$ cat config.mk
export PLATFORM = sky130hd
export DESIGN_NAME = signal_seeking_heading_steer
export DESIGN_NICKNAME = d
export VERILOG_FILES = /design/src/design/sshs_pkg.sv /design/src/design/signal_seeking_heading_steer.sv
export SDC_FILE = /design/constraint.sdc
export NUM_CORES = 1
export LEC_CHECK = 0
export BUFFER_PORTS_ARGS = -buffer_cell sky130_fd_sc_hd__buf_2
export CORE_MARGIN = 8
export CORE_UTILIZATION = 54
export CTS_CLUSTER_DIAMETER = 30
export DETAILED_ROUTE_END_ITERATION = 10
export PLACE_DENSITY = 0.73
export SYNTH_ARGS = -nofsm -noshare
export SYNTH_HDL_FRONTEND = slang
export SYNTH_SLANG_ARGS = --single-unit
$ cat constraint.sdc
create_clock -name clk -period 11.3 [get_ports clk]
set_clock_uncertainty 0.2 [all_clocks]
set_input_delay 1.695 -clock clk [delete_from_list [all_inputs] [get_ports clk]]
set_output_delay 1.695 -clock clk [all_outputs]
set_load 0.01 [all_outputs]
$ cat src/design/sshs_pkg.sv
`default_nettype none

package sshs_pkg;

	localparam int HeadingW  = 9;
	localparam int SignalW   = 8;
	localparam int CmdW      = 2;
	localparam int SpeedW    = 10;
	localparam int ErrW      = 9;
	localparam int SpinW     = 10;
	localparam int PhaseW    = 2;
	localparam int DeadbandW = 7;
	localparam int StepLimW  = 8;
	localparam int CfgIdxW   = 3;
	localparam int CfgDataW  = 10;

	localparam int InFieldsW  = HeadingW + SignalW;
	localparam int InTdataW   = ((InFieldsW + 7) / 8) * 8;
	localparam int OutFieldsW = CmdW + SpeedW + ErrW + SignalW + HeadingW + SpinW + PhaseW;
	localparam int OutTdataW  = ((OutFieldsW + 7) / 8) * 8;

	// result field offsets in m_tdata
	localparam int OfsCmd    = 0;
	localparam int OfsSpeed  = OfsCmd + CmdW;
	localparam int OfsErr    = OfsSpeed + SpeedW;
	localparam int OfsBest   = OfsErr + ErrW;
	localparam int OfsTarget = OfsBest + SignalW;
	localparam int OfsSpin   = OfsTarget + HeadingW;
	localparam int OfsPhase  = OfsSpin + SpinW;

	localparam logic [CmdW-1:0] CMD_STOP    = 2'd0;
	localparam logic [CmdW-1:0] CMD_LEFT    = 2'd1;
	localparam logic [CmdW-1:0] CMD_RIGHT   = 2'd2;
	localparam logic [CmdW-1:0] CMD_FORWARD = 2'd3;

	localparam logic [PhaseW-1:0] PHASE_START = 2'd0;
	localparam logic [PhaseW-1:0] PHASE_SCAN  = 2'd1;
	localparam logic [PhaseW-1:0] PHASE_TRACK = 2'd2;

	localparam logic [CfgIdxW-1:0] REG_DEADBAND    = 3'd0;
	localparam logic [CfgIdxW-1:0] REG_SPIN_GOAL   = 3'd1;
	localparam logic [CfgIdxW-1:0] REG_STEP_LIMIT  = 3'd2;
	localparam logic [CfgIdxW-1:0] REG_SCAN_SPEED  = 3'd3;
	localparam logic [CfgIdxW-1:0] REG_TRACK_SPEED = 3'd4;

	localparam logic [DeadbandW-1:0] DEADBAND_RST    = 7'd5;
	localparam logic [SpinW-1:0]     SPIN_GOAL_RST   = 10'd350;
	localparam logic [StepLimW-1:0]  STEP_LIMIT_RST  = 8'd45;
	localparam logic [SpeedW-1:0]    SCAN_SPEED_RST  = 10'd700;
	localparam logic [SpeedW-1:0]    TRACK_SPEED_RST = 10'd900;
	localparam logic [SignalW-1:0]   BEST_RST        = 8'h80;
	localparam logic [SpinW-1:0]     SPIN_MAX        = 10'd1023;

	typedef enum logic [2:0] {
		MODE_START = 3'b001,
		MODE_SCAN  = 3'b010,
		MODE_TRACK = 3'b100
	} mode_t;

	// reduce 0..1439 modulo 360
	function automatic logic [HeadingW-1:0] wrap360(input logic [10:0] v);
		logic [10:0] r;
		if (v >= 11'd1080) begin
			r = v - 11'd1080;
		end else if (v >= 11'd720) begin
			r = v - 11'd720;
		end else if (v >= 11'd360) begin
			r = v - 11'd360;
		end else begin
			r = v;
		end
		return r[HeadingW-1:0];
	endfunction

endpackage

`default_nettype wire

$ cat src/design/signal_seeking_heading_steer.sv
// An accepted request is held in the input register, then its result in the result register on the master side.
// Throughput: one request per cycle unless m_tready stalls; the steering state updates in one pass.
// The input register and the result register each stall only on m_tready.
// Reset (arst_n low, asynchronous): both stages empty, state awaits start heading,
// best signal -128, configuration registers at their defaults.
`default_nettype none

module signal_seeking_heading_steer (
	input  logic                            clk,
	input  logic                            arst_n,
	input  logic                            s_tvalid,
	output logic                            s_tready,
	// heading[8:0], signal_strength[16:9], zero fill
	input  logic [sshs_pkg::InTdataW-1:0]   s_tdata,
	output logic                            m_tvalid,
	input  logic                            m_tready,
	// command[1:0], drive_speed[11:2], heading_error[20:12], best_signal[28:21],
	// target_heading[37:29], scan_progress[47:38], phase[49:48], zero fill
	output logic [sshs_pkg::OutTdataW-1:0]  m_tdata,
	input  logic                            cfg_valid,
	output logic                            cfg_ready,
	input  logic [sshs_pkg::CfgIdxW-1:0]    cfg_index,
	input  logic [sshs_pkg::CfgDataW-1:0]   cfg_data
);
	import sshs_pkg::*;

	logic [DeadbandW-1:0] deadband_q;
	logic [SpinW-1:0]     spin_goal_q;
	logic [StepLimW-1:0]  step_limit_q;
	logic [SpeedW-1:0]    scan_speed_q;
	logic [SpeedW-1:0]    track_speed_q;

	mode_t                      mode_q;
	logic [HeadingW-1:0]        prev_heading_q;
	logic [SpinW-1:0]           spin_q;
	logic signed [SignalW-1:0]  best_q;
	logic [HeadingW-1:0]        goal_q;

	logic                       valid_s1;
	logic [HeadingW-1:0]        heading_s1;
	logic signed [SignalW-1:0]  signal_s1;
	logic                       valid_s2;
	logic [OutFieldsW-1:0]      result_s2;

	logic                       advance;
	logic [HeadingW-1:0]        step;
	logic [HeadingW-1:0]        err_raw;
	logic signed [ErrW-1:0]     err_track;
	logic signed [ErrW-1:0]     db_s;
	logic [10:0]                spin_sum;
	logic [SpinW-1:0]           spin_acc;
	logic                       take_best;

	mode_t                      mode_d;
	logic [SpinW-1:0]           spin_d;
	logic signed [SignalW-1:0]  best_d;
	logic [HeadingW-1:0]        goal_d;
	logic [CmdW-1:0]            cmd_d;
	logic [SpeedW-1:0]          speed_d;
	logic signed [ErrW-1:0]     err_d;
	logic [PhaseW-1:0]          phase_d;

	assign advance   = !valid_s2 || m_tready;
	assign s_tready  = !valid_s1 || advance;
	assign cfg_ready = 1'b1;
	assign m_tvalid  = valid_s2;
	assign m_tdata   = {{(OutTdataW - OutFieldsW){1'b0}}, result_s2};

	always_ff @(posedge clk or negedge arst_n) begin
		if (!arst_n) begin
			deadband_q    <= DEADBAND_RST;
			spin_goal_q   <= SPIN_GOAL_RST;
			step_limit_q  <= STEP_LIMIT_RST;
			scan_speed_q  <= SCAN_SPEED_RST;
			track_speed_q <= TRACK_SPEED_RST;
		end else if (cfg_valid && cfg_ready) begin
			unique case (cfg_index)
				REG_DEADBAND:    deadband_q    <= cfg_data[DeadbandW-1:0];
				REG_SPIN_GOAL:   spin_goal_q   <= cfg_data[SpinW-1:0];
				REG_STEP_LIMIT:  step_limit_q  <= cfg_data[StepLimW-1:0];
				REG_SCAN_SPEED:  scan_speed_q  <= cfg_data[SpeedW-1:0];
				REG_TRACK_SPEED: track_speed_q <= cfg_data[SpeedW-1:0];
				default: ;
			endcase
		end
	end

	always_comb begin
		step      = wrap360(11'({2'b00, prev_heading_q}) + 11'd720 - 11'({2'b00, heading_s1}));
		err_raw   = wrap360(11'({2'b00, goal_q}) + 11'd540 - 11'({2'b00, heading_s1}));
		err_track = $signed(err_raw - 9'd180);
		db_s      = $signed({2'b00, deadband_q});
		spin_sum  = {1'b0, spin_q} + {2'b00, step};
		spin_acc  = spin_sum[10] ? SPIN_MAX : spin_sum[SpinW-1:0];
		take_best = signal_s1 >= best_q;

		mode_d  = mode_q;
		spin_d  = spin_q;
		best_d  = best_q;
		goal_d  = goal_q;
		err_d   = '0;
		cmd_d   = CMD_STOP;
		speed_d = '0;
		unique case (mode_q)
			MODE_START: begin
				spin_d = '0;
				mode_d = (spin_goal_q == '0) ? MODE_TRACK : MODE_SCAN;
			end
			MODE_SCAN: begin
				cmd_d   = CMD_LEFT;
				speed_d = scan_speed_q;
				if (take_best) begin
					best_d = signal_s1;
					goal_d = heading_s1;
				end
				if (step != '0 && step < {1'b0, step_limit_q}) begin
					spin_d = spin_acc;
				end
				if (spin_d >= spin_goal_q) begin
					mode_d = MODE_TRACK;
				end
			end
			default: begin
				err_d   = err_track;
				speed_d = track_speed_q;
				if (err_track > db_s) begin
					cmd_d = CMD_RIGHT;
				end else if (err_track < -db_s) begin
					cmd_d = CMD_LEFT;
				end else begin
					cmd_d = CMD_FORWARD;
				end
				if (take_best) begin
					best_d = signal_s1;
					goal_d = heading_s1;
				end
			end
		endcase

		unique case (mode_d)
			MODE_START: phase_d = PHASE_START;
			MODE_SCAN:  phase_d = PHASE_SCAN;
			default:    phase_d = PHASE_TRACK;
		endcase
	end

	always_ff @(posedge clk or negedge arst_n) begin
		if (!arst_n) begin
			valid_s1 <= 1'b0;
		end else if (s_tready) begin
			valid_s1 <= s_tvalid;
		end
	end

	always_ff @(posedge clk) begin
		if (s_tvalid && s_tready) begin
			heading_s1 <= s_tdata[HeadingW-1:0];
			signal_s1  <= $signed(s_tdata[InFieldsW-1:HeadingW]);
		end
	end

	always_ff @(posedge clk or negedge arst_n) begin
		if (!arst_n) begin
			valid_s2       <= 1'b0;
			mode_q         <= MODE_START;
			prev_heading_q <= '0;
			spin_q         <= '0;
			best_q         <= BEST_RST;
			goal_q         <= '0;
		end else if (advance) begin
			valid_s2 <= valid_s1;
			if (valid_s1) begin
				mode_q         <= mode_d;
				prev_heading_q <= heading_s1;
				spin_q         <= spin_d;
				best_q         <= best_d;
				goal_q         <= goal_d;
			end
		end
	end

	always_ff @(posedge clk) begin
		if (advance && valid_s1) begin
			result_s2 <= {phase_d, spin_d, goal_d, best_d, err_d, speed_d, cmd_d};
		end
	end

endmodule

`default_nettype wire

==> flow_metrics.env, run 1 <==
export IMPL_status="completed"
export IMPL_hold_viol=0
export IMPL_final_cells=1328
export IMPL_ios=101
export IMPL_setup_viol=0
export IMPL_fillCellCount=1491
export IMPL_syn_area_mm2=0.01032
export IMPL_cts_setup_buffers=0
export IMPL_port_buffers=86
export IMPL_grt_start_max_net_pins=78
export IMPL_drive_gt1_share_pct=22.58
export IMPL_diodes=0
export IMPL_max_stage_delay_ns=0.43
export IMPL_placed_cells=1296
export IMPL_whs_path_depth=2
export IMPL_ys_async_sr_fraction_pct=56.21
export IMPL_yosysSeqAreaShare_pct=40.65
export IMPL_insertion_delay_ns=0.43
export IMPL_drv_slew=0
export IMPL_cts_tree="built"
export IMPL_cts_sinks=153
export IMPL_slew_headroom_pct=31.12
export IMPL_end_kind="register"
export IMPL_ys_types=98
export IMPL_first_pass_iters=5
export IMPL_grt_total_usage_pct=21.09
export IMPL_drtIter0Drc=525
export IMPL_r2r_start="heading_s1[1]$_DFFE_PP_"
export IMPL_std_cell_rows=50
export IMPL_coreArea_mm2=0.01871
export IMPL_routed_wl_mm=24.60
export IMPL_rrSetupSlack_ns=2.66
export IMPL_h_tree_depth=4
export IMPL_netlist_area_leader_share_pct=19.50
export IMPL_yosysMostFrequentCell="ha_1"
export IMPL_ant_nets=0
export IMPL_synth_common_cells="100 x ha_1, 93 x inv_1, 70 x nand2_1"
export IMPL_cts_resized=0
export IMPL_crit_path_max_fanout=44
export IMPL_fin_nets=1226
export IMPL_required_ns=11.28
export IMPL_hold_class="register to register"
export IMPL_antenna_found_initial=0
export IMPL_whs_endpoint="prev_heading_q[2]$_DFFE_PN0P_"
export IMPL_hold_buffers=0
export IMPL_hp_start="prev_heading_q[2]$_DFFE_PN0P_"
export IMPL_routedWlPerCell_um=18.53
export IMPL_routed_via_density=5.895
export IMPL_synthDominantAreaCellType="edfxtp_1"
export IMPL_multi_input_area_mm2=0.005602
export IMPL_clk_pin_slew_ns=0.07
export IMPL_rsz0062_at_grt="no"
export IMPL_syn_inst=1001
export IMPL_drc_errors=0
export IMPL_start_util_pct=55.16
export IMPL_hpwl_mm=17.54
export IMPL_fin_crit_ns=8.644
export IMPL_grt_overflow_total=0
export IMPL_die_w_um=154.2
export IMPL_ys_warn_count=0
export IMPL_syn_to_final_growth_pct=12.10
export IMPL_max_freq_mhz=115.7
export IMPL_die_h_um=154.2
export IMPL_syn_avg_cell_area_um2=10.31
export IMPL_grt_pass1_wl_mm=40.37
export IMPL_crit_type="register to register"
export IMPL_ys_ff_latch=153
export IMPL_finalCritPeriodShare_pct=76.50
export IMPL_place_gp_congestion=0.9039
export IMPL_tightest_slew_ns=1.033
export IMPL_seqCellArea_mm2=0.004194
export IMPL_numCtsBuffers=17
export IMPL_num_vias=7828
export IMPL_crit_path_start_kind="register"
export IMPL_cts_root_buf="clkbuf_16"
export IMPL_ys_flop_type="edfxtp_1"
export IMPL_worstRegToRegCells=36
export IMPL_die_area_mm2=0.02379
export IMPL_clockBufferDepth=2
export IMPL_setup_tns_ns=0
export IMPL_grt_pass1_vias=7941
export IMPL_cp_slowest_cell="a2111oi_0"
export IMPL_crit_top_cell="a21o_1"
export IMPL_r2r_end="result_s2[49]$_DFFE_PP_"
export IMPL_synth_area_leaders="edfxtp_1 20%, dfrtp_1 15%, ha_1 12%"
export IMPL_timing_max_cap_violations=0
export IMPL_arrival_ns=8.62
export IMPL_synth_edff_count=67
## routing by layer
layer | vias to the layer above | part of all wire [%] | track usage [%] | wire length, um
li1 | 3799 | - | - | -
met1 | 3767 | 46 | 27.52 | 11250
met2 | 221 | 47 | 34.39 | 11640
met3 | 41 | 5.1 | 4.625 | 1252
met4 | 0 | 1.9 | 6.580 | 457
met5 | - | 0 | 0 | 0
## cell type report
type	count	share of cell area, %
Tap cell	234	2.531
Inverter	94	3.061
Multi-Input combinational cell	721	48.43
Sequential cell	153	36.26
Clock inverter	15	1.774
Timing Repair Buffer	94	4.262
Clock buffer	17	3.678
## critical path: cells and delay by family (launching register included)
kind            cells  cell delay (ns)
compound gates     18             3.64
fa+ha+maj           6             1.74
simple gates        8             1.24
buf+inv             2             0.55
flops               1             0.39
xor+xnor            1             0.33
mux                 1             0.25
## registers in the layout, indices dropped and copies added (netlist names)
name	cells
result_s2	50
scan_speed_q	10
spin_goal_q	10
spin_q	10
track_speed_q	10
goal_q	9
heading_s1	9
prev_heading_q	9
best_q	8
signal_s1	8
step_limit_q	8
deadband_q	7
mode_q	3
m_tvalid	1
valid_s1	1
## cell families (layout without fill, tap and decap cells)
kind of cell               count (synthesis)  after routing  share of synthesized area, %
adders and majority gates                103            103                         12.71
AOI/OAI and AO/OA                        261            261                         18.52
DFF                                      153            153                         40.65
muxes                                     67             67                         7.179
xor gates and xnor gates                  29             29                         2.607
buffers and inverters                    132            220                         5.239
and+or+nand+nor                          254            254                         13.02
other                                      2              7                       0.07279
## through the flow
stage	utilization (%)	hold WS [ns]	setup WS [ns]	cell area [um2]
2_1_floorplan	-	0.2563	3.614	10340
3_3_place_gp	58.46	0.2688	2.911	10940
3_5_place_dp	58.46	0.2816	2.803	10940
4_1_cts	61.83	0.2961	2.684	11570
5_1_grt	61.83	0.3191	2.052	11570
6_report	61.83	0.2907	2.656	11570
## how the worst max path moves through the flow
stage,from,end,slack (ns)
finish,heading_s1[1]$_DFFE_PP_,result_s2[49]$_DFFE_PP_,2.66
global route,heading_s1[1]$_DFFE_PP_,result_s2[49]$_DFFE_PP_,2.05
CTS,heading_s1[1]$_DFFE_PP_,result_s2[49]$_DFFE_PP_,2.68
detailed placement,heading_s1[1]$_DFFE_PP_,result_s2[49]$_DFFE_PP_,2.80
global placement,heading_s1[1]$_DFFE_PP_,result_s2[49]$_DFFE_PP_,2.91
floorplan,heading_s1[1]$_DFFE_PP_,result_s2[49]$_DFFE_PP_,3.61
## layout by cell type, fill, tap and decap left out, types with 5 or more instances in the layout
cell,n
nand4_1,5
inv_1,92
nor2_1,44
buf_4,9
conb_1,7
a31oi_1,10
o21ai_0,55
a211oi_1,6
edfxtp_1,67
xor2_1,9
nand2b_1,18
and3_1,7
buf_2,85
o21ai_1,7
a21o_1,21
dfstp_2,24
nor3_1,14
or3_1,5
nor2b_1,11
o21a_1,20
clkbuf_16,17
dfrtp_1,62
mux2_2,55
nand3_1,19
and2_1,16
nor4_1,7
o311ai_2,6
nand3b_1,10
o21bai_1,8
a22o_1,14
a21oi_1,46
nor3b_1,5
mux2i_1,11
ha_1,100
o211ai_1,6
xnor2_1,18
nand2_1,70
Power of run 1 is not shown: default switching activity piles up to over one toggle a cycle in this logic, so the estimate is an artifact.
==> run 2, diff against run 1 <==
--- a/config.mk
+++ b/config.mk
@@ -5,6 +5,7 @@
 export SDC_FILE = /design/constraint.sdc
 export NUM_CORES = 1
 export LEC_CHECK = 0
+export ABC_AREA = 1
 export BUFFER_PORTS_ARGS = -buffer_cell sky130_fd_sc_hd__buf_2
 export CORE_MARGIN = 8
 export CORE_UTILIZATION = 54
==> constraint.sdc (replaced) <==
create_clock -name clk -period 8.77 [get_ports clk]
set_clock_uncertainty 0.2 [all_clocks]
set_input_delay 1.3155 -clock clk [delete_from_list [all_inputs] [get_ports clk]]
set_output_delay 1.3155 -clock clk [all_outputs]
set_load 0.01 [all_outputs]
==> run 2 against run 1 <==
Maximum frequency grew 18%. Flip-flop and latch count is the same. Cell count grew 19%. First-iteration DRC count grew 9.7%. Synthesized cell count grew 25%. Register-to-register slack lost 1.2 ns. Setup slack lost 1.2 ns. Non-clock buffer count shrank 4. Via count grew 5.5%. Critical path type unchanged.
==> flow_metrics.env, run 2 <==
export IMPL_final_util_pct=60.93
export IMPL_hold_class="register to register"
export IMPL_coreArea_mm2=0.01852
export IMPL_drc_errors=0
export IMPL_final_cell_mix="333 x nand2_1, 197 x inv_1, 113 x o21ai_0"
export IMPL_clk_pin_slew_ns=0.07
export IMPL_first_pass_iters=5
export IMPL_ios=101
export IMPL_regMostFlops="result_s2"
export IMPL_die_area_mm2=0.02334
export IMPL_placed_cells=1547
export IMPL_ys_flop_type="edfxtp_1"
export IMPL_grt_start_max_net_pins=57
export IMPL_drtIter0Drc=576
export IMPL_setup_tns_ns=0
export IMPL_ys_ff_latch=153
export IMPL_ys_async_sr_fraction_pct=56.21
export IMPL_std_cell_rows=50
export IMPL_h_tree_depth=4
export IMPL_port_buffers=86
export IMPL_grt_pass1_wl_mm=38.21
export IMPL_die_w_um=152.8
export IMPL_drv_slew=0
export IMPL_tightest_slew_ns=0.7990
export IMPL_insertion_delay_ns=0.43
export IMPL_cts_root_buf="clkbuf_16"
export IMPL_cts_resized=0
export IMPL_finalCritPeriodShare_pct=83.19
export IMPL_antenna_found_initial=1
export IMPL_cp_slowest_cell="a21oi_2"
export IMPL_layout_commonest_cell="nand2_1"
export IMPL_arrival_ns=7.26
export IMPL_routed_wl_mm=22.64
export IMPL_fin_nets=1477
export IMPL_grt_pass1_vias=7970
export IMPL_ant_nets=0
export IMPL_die_h_um=152.8
export IMPL_rsz0062_at_grt="no"
export IMPL_ys_warn_count=0
export IMPL_required_ns=8.73
export IMPL_slew_headroom_pct=46.57
export IMPL_synthDominantAreaCellType="edfxtp_1"
export IMPL_crit_path_start_kind="register"
export IMPL_max_stage_delay_ns=0.58
export IMPL_cts_sinks=153
export IMPL_worstRegToRegCells=40
export IMPL_routed_via_density=5.232
export IMPL_hold_viol=0
export IMPL_syn_area_mm2=0.01010
export IMPL_yosysMostFrequentCell="nand2_1"
export IMPL_startpoint="heading_s1[1]$_DFFE_PP_"
export IMPL_grt_total_usage_pct=19.76
export IMPL_diodes=0
export IMPL_hold_buffers=0
export IMPL_grt_overflow_total=0
export IMPL_fin_crit_ns=7.296
export IMPL_synth_area_leaders="edfxtp_1 20%, dfrtp_1 15%, ha_1 12%"
export IMPL_place_gp_congestion=0.8943
export IMPL_numCtsBuffers=17
export IMPL_ys_types=43
export IMPL_final_cells=1579
export IMPL_syn_avg_cell_area_um2=8.070
export IMPL_rrSetupSlack_ns=1.47
export IMPL_endpoint="result_s2[49]$_DFFE_PP_"
export IMPL_drive_gt1_share_pct=14.20
export IMPL_syn_to_final_growth_pct=11.68
export IMPL_crit_path_max_fanout=11
export IMPL_cts_setup_buffers=0
export IMPL_synth_common_cells="333 x nand2_1, 198 x inv_1, 113 x o21ai_0"
export IMPL_num_vias=8262
export IMPL_crit_top_cell="nand2_1"
export IMPL_start_util_pct=54.56
export IMPL_status="completed"
export IMPL_crit_type="register to register"
export IMPL_netlist_area_leader_share_pct=19.91
export IMPL_setup_viol=0
export IMPL_cts_tree="built"
export IMPL_routedWlPerCell_um=14.34
export IMPL_r2r_start="heading_s1[1]$_DFFE_PP_"
export IMPL_max_freq_mhz=137.1
export IMPL_timing_max_cap_violations=0
export IMPL_largest_reg_flops=50
export IMPL_clockBufferDepth=2
export IMPL_yosysSeqAreaShare_pct=41.51
export IMPL_end_kind="register"
export IMPL_r2r_end="result_s2[49]$_DFFE_PP_"
export IMPL_hpwl_mm=16.55
export IMPL_syn_inst=1252
export IMPL_synth_edff_count=67
==> run 2: cell count changes in the layout (fill, tap and decap cells not counted), moves of 18 or more <==
cell and delta:
nand2_1 +263, inv_1 +105, nand3_1 +60, a21o_1 -20, nand2b_1 -18, mux2_2 -55
o21ai_0 +58
==> run 2: worst min path at each step <==
stage	from	endpoint	slack, ns	cells past startpoint
floorplan	mode_q[0]$_DFFE_PN1P_	mode_q[0]$_DFFE_PN1P_	0.24	2
global route	mode_q[0]$_DFFE_PN1P_	mode_q[0]$_DFFE_PN1P_	0.30	2
detailed placement	mode_q[0]$_DFFE_PN1P_	mode_q[0]$_DFFE_PN1P_	0.26	2
finish	mode_q[0]$_DFFE_PN1P_	mode_q[0]$_DFFE_PN1P_	0.27	2
CTS	mode_q[0]$_DFFE_PN1P_	mode_q[0]$_DFFE_PN1P_	0.27	2
global placement	mode_q[0]$_DFFE_PN1P_	mode_q[0]$_DFFE_PN1P_	0.26	2
==> run 2: stage by stage <==
step | setup slack [ns] | hold WS (ns) | cell area, um2
finish | 1.474 | 0.2731 | 11280
global route | 0.6579 | 0.2962 | 11280
CTS | 1.501 | 0.2701 | 11280
detailed placement | 1.547 | 0.2597 | 10710
global placement | 1.612 | 0.2553 | 10710
floorplan | 2.732 | 0.2390 | 10120
==> run 2: cell families (layout without fill, tap and decap cells) <==
| group | Yosys count | in the layout | share of synthesized area (%) |
|---|---|---|---|
| compound gates | 198 | 198 | 10.91 |
| xor+xnor | 17 | 17 | 1.474 |
| fa+ha+maj | 103 | 103 | 12.98 |
| buf+inv | 233 | 321 | 9.139 |
| flops | 153 | 153 | 41.51 |
| other cells | 2 | 7 | 0.07433 |
| simple gates | 546 | 546 | 23.91 |
==> run 2: worst max-delay path: cells and delay by family, from the launching register on <==
| kind | cells | cell delay (ns) |
|---|---|---|
| fa+ha+maj | 6 | 1.70 |
| compound gates | 10 | 1.73 |
| buf+inv | 4 | 0.36 |
| flops | 1 | 0.39 |
| simple gates | 20 | 2.66 |
==> run 2: layout make-up <==
type	instances	area [um2]
Fill cell	1613	7234
Multi-Input combinational cell	871	5016
Sequential cell	153	4194
Inverter	199	748.2
Timing Repair Buffer	90	462.9
Clock buffer	19	442.9
Tap cell	234	292.8
Clock inverter	13	126.4
==> run 2: metal layers <==
metal / vias to the layer above / global-route usage [%] / share of wire (%)
li1: 4243 / - / -
met1: 3780 / 26.24 / 46
met2: 209 / 32.02 / 46
met3: 28 / 3.630 / 5.4
met4: 2 / 6.503 / 1.6
met5: - / 0 / 0.053
Power of run 2 is left out for the same reason.
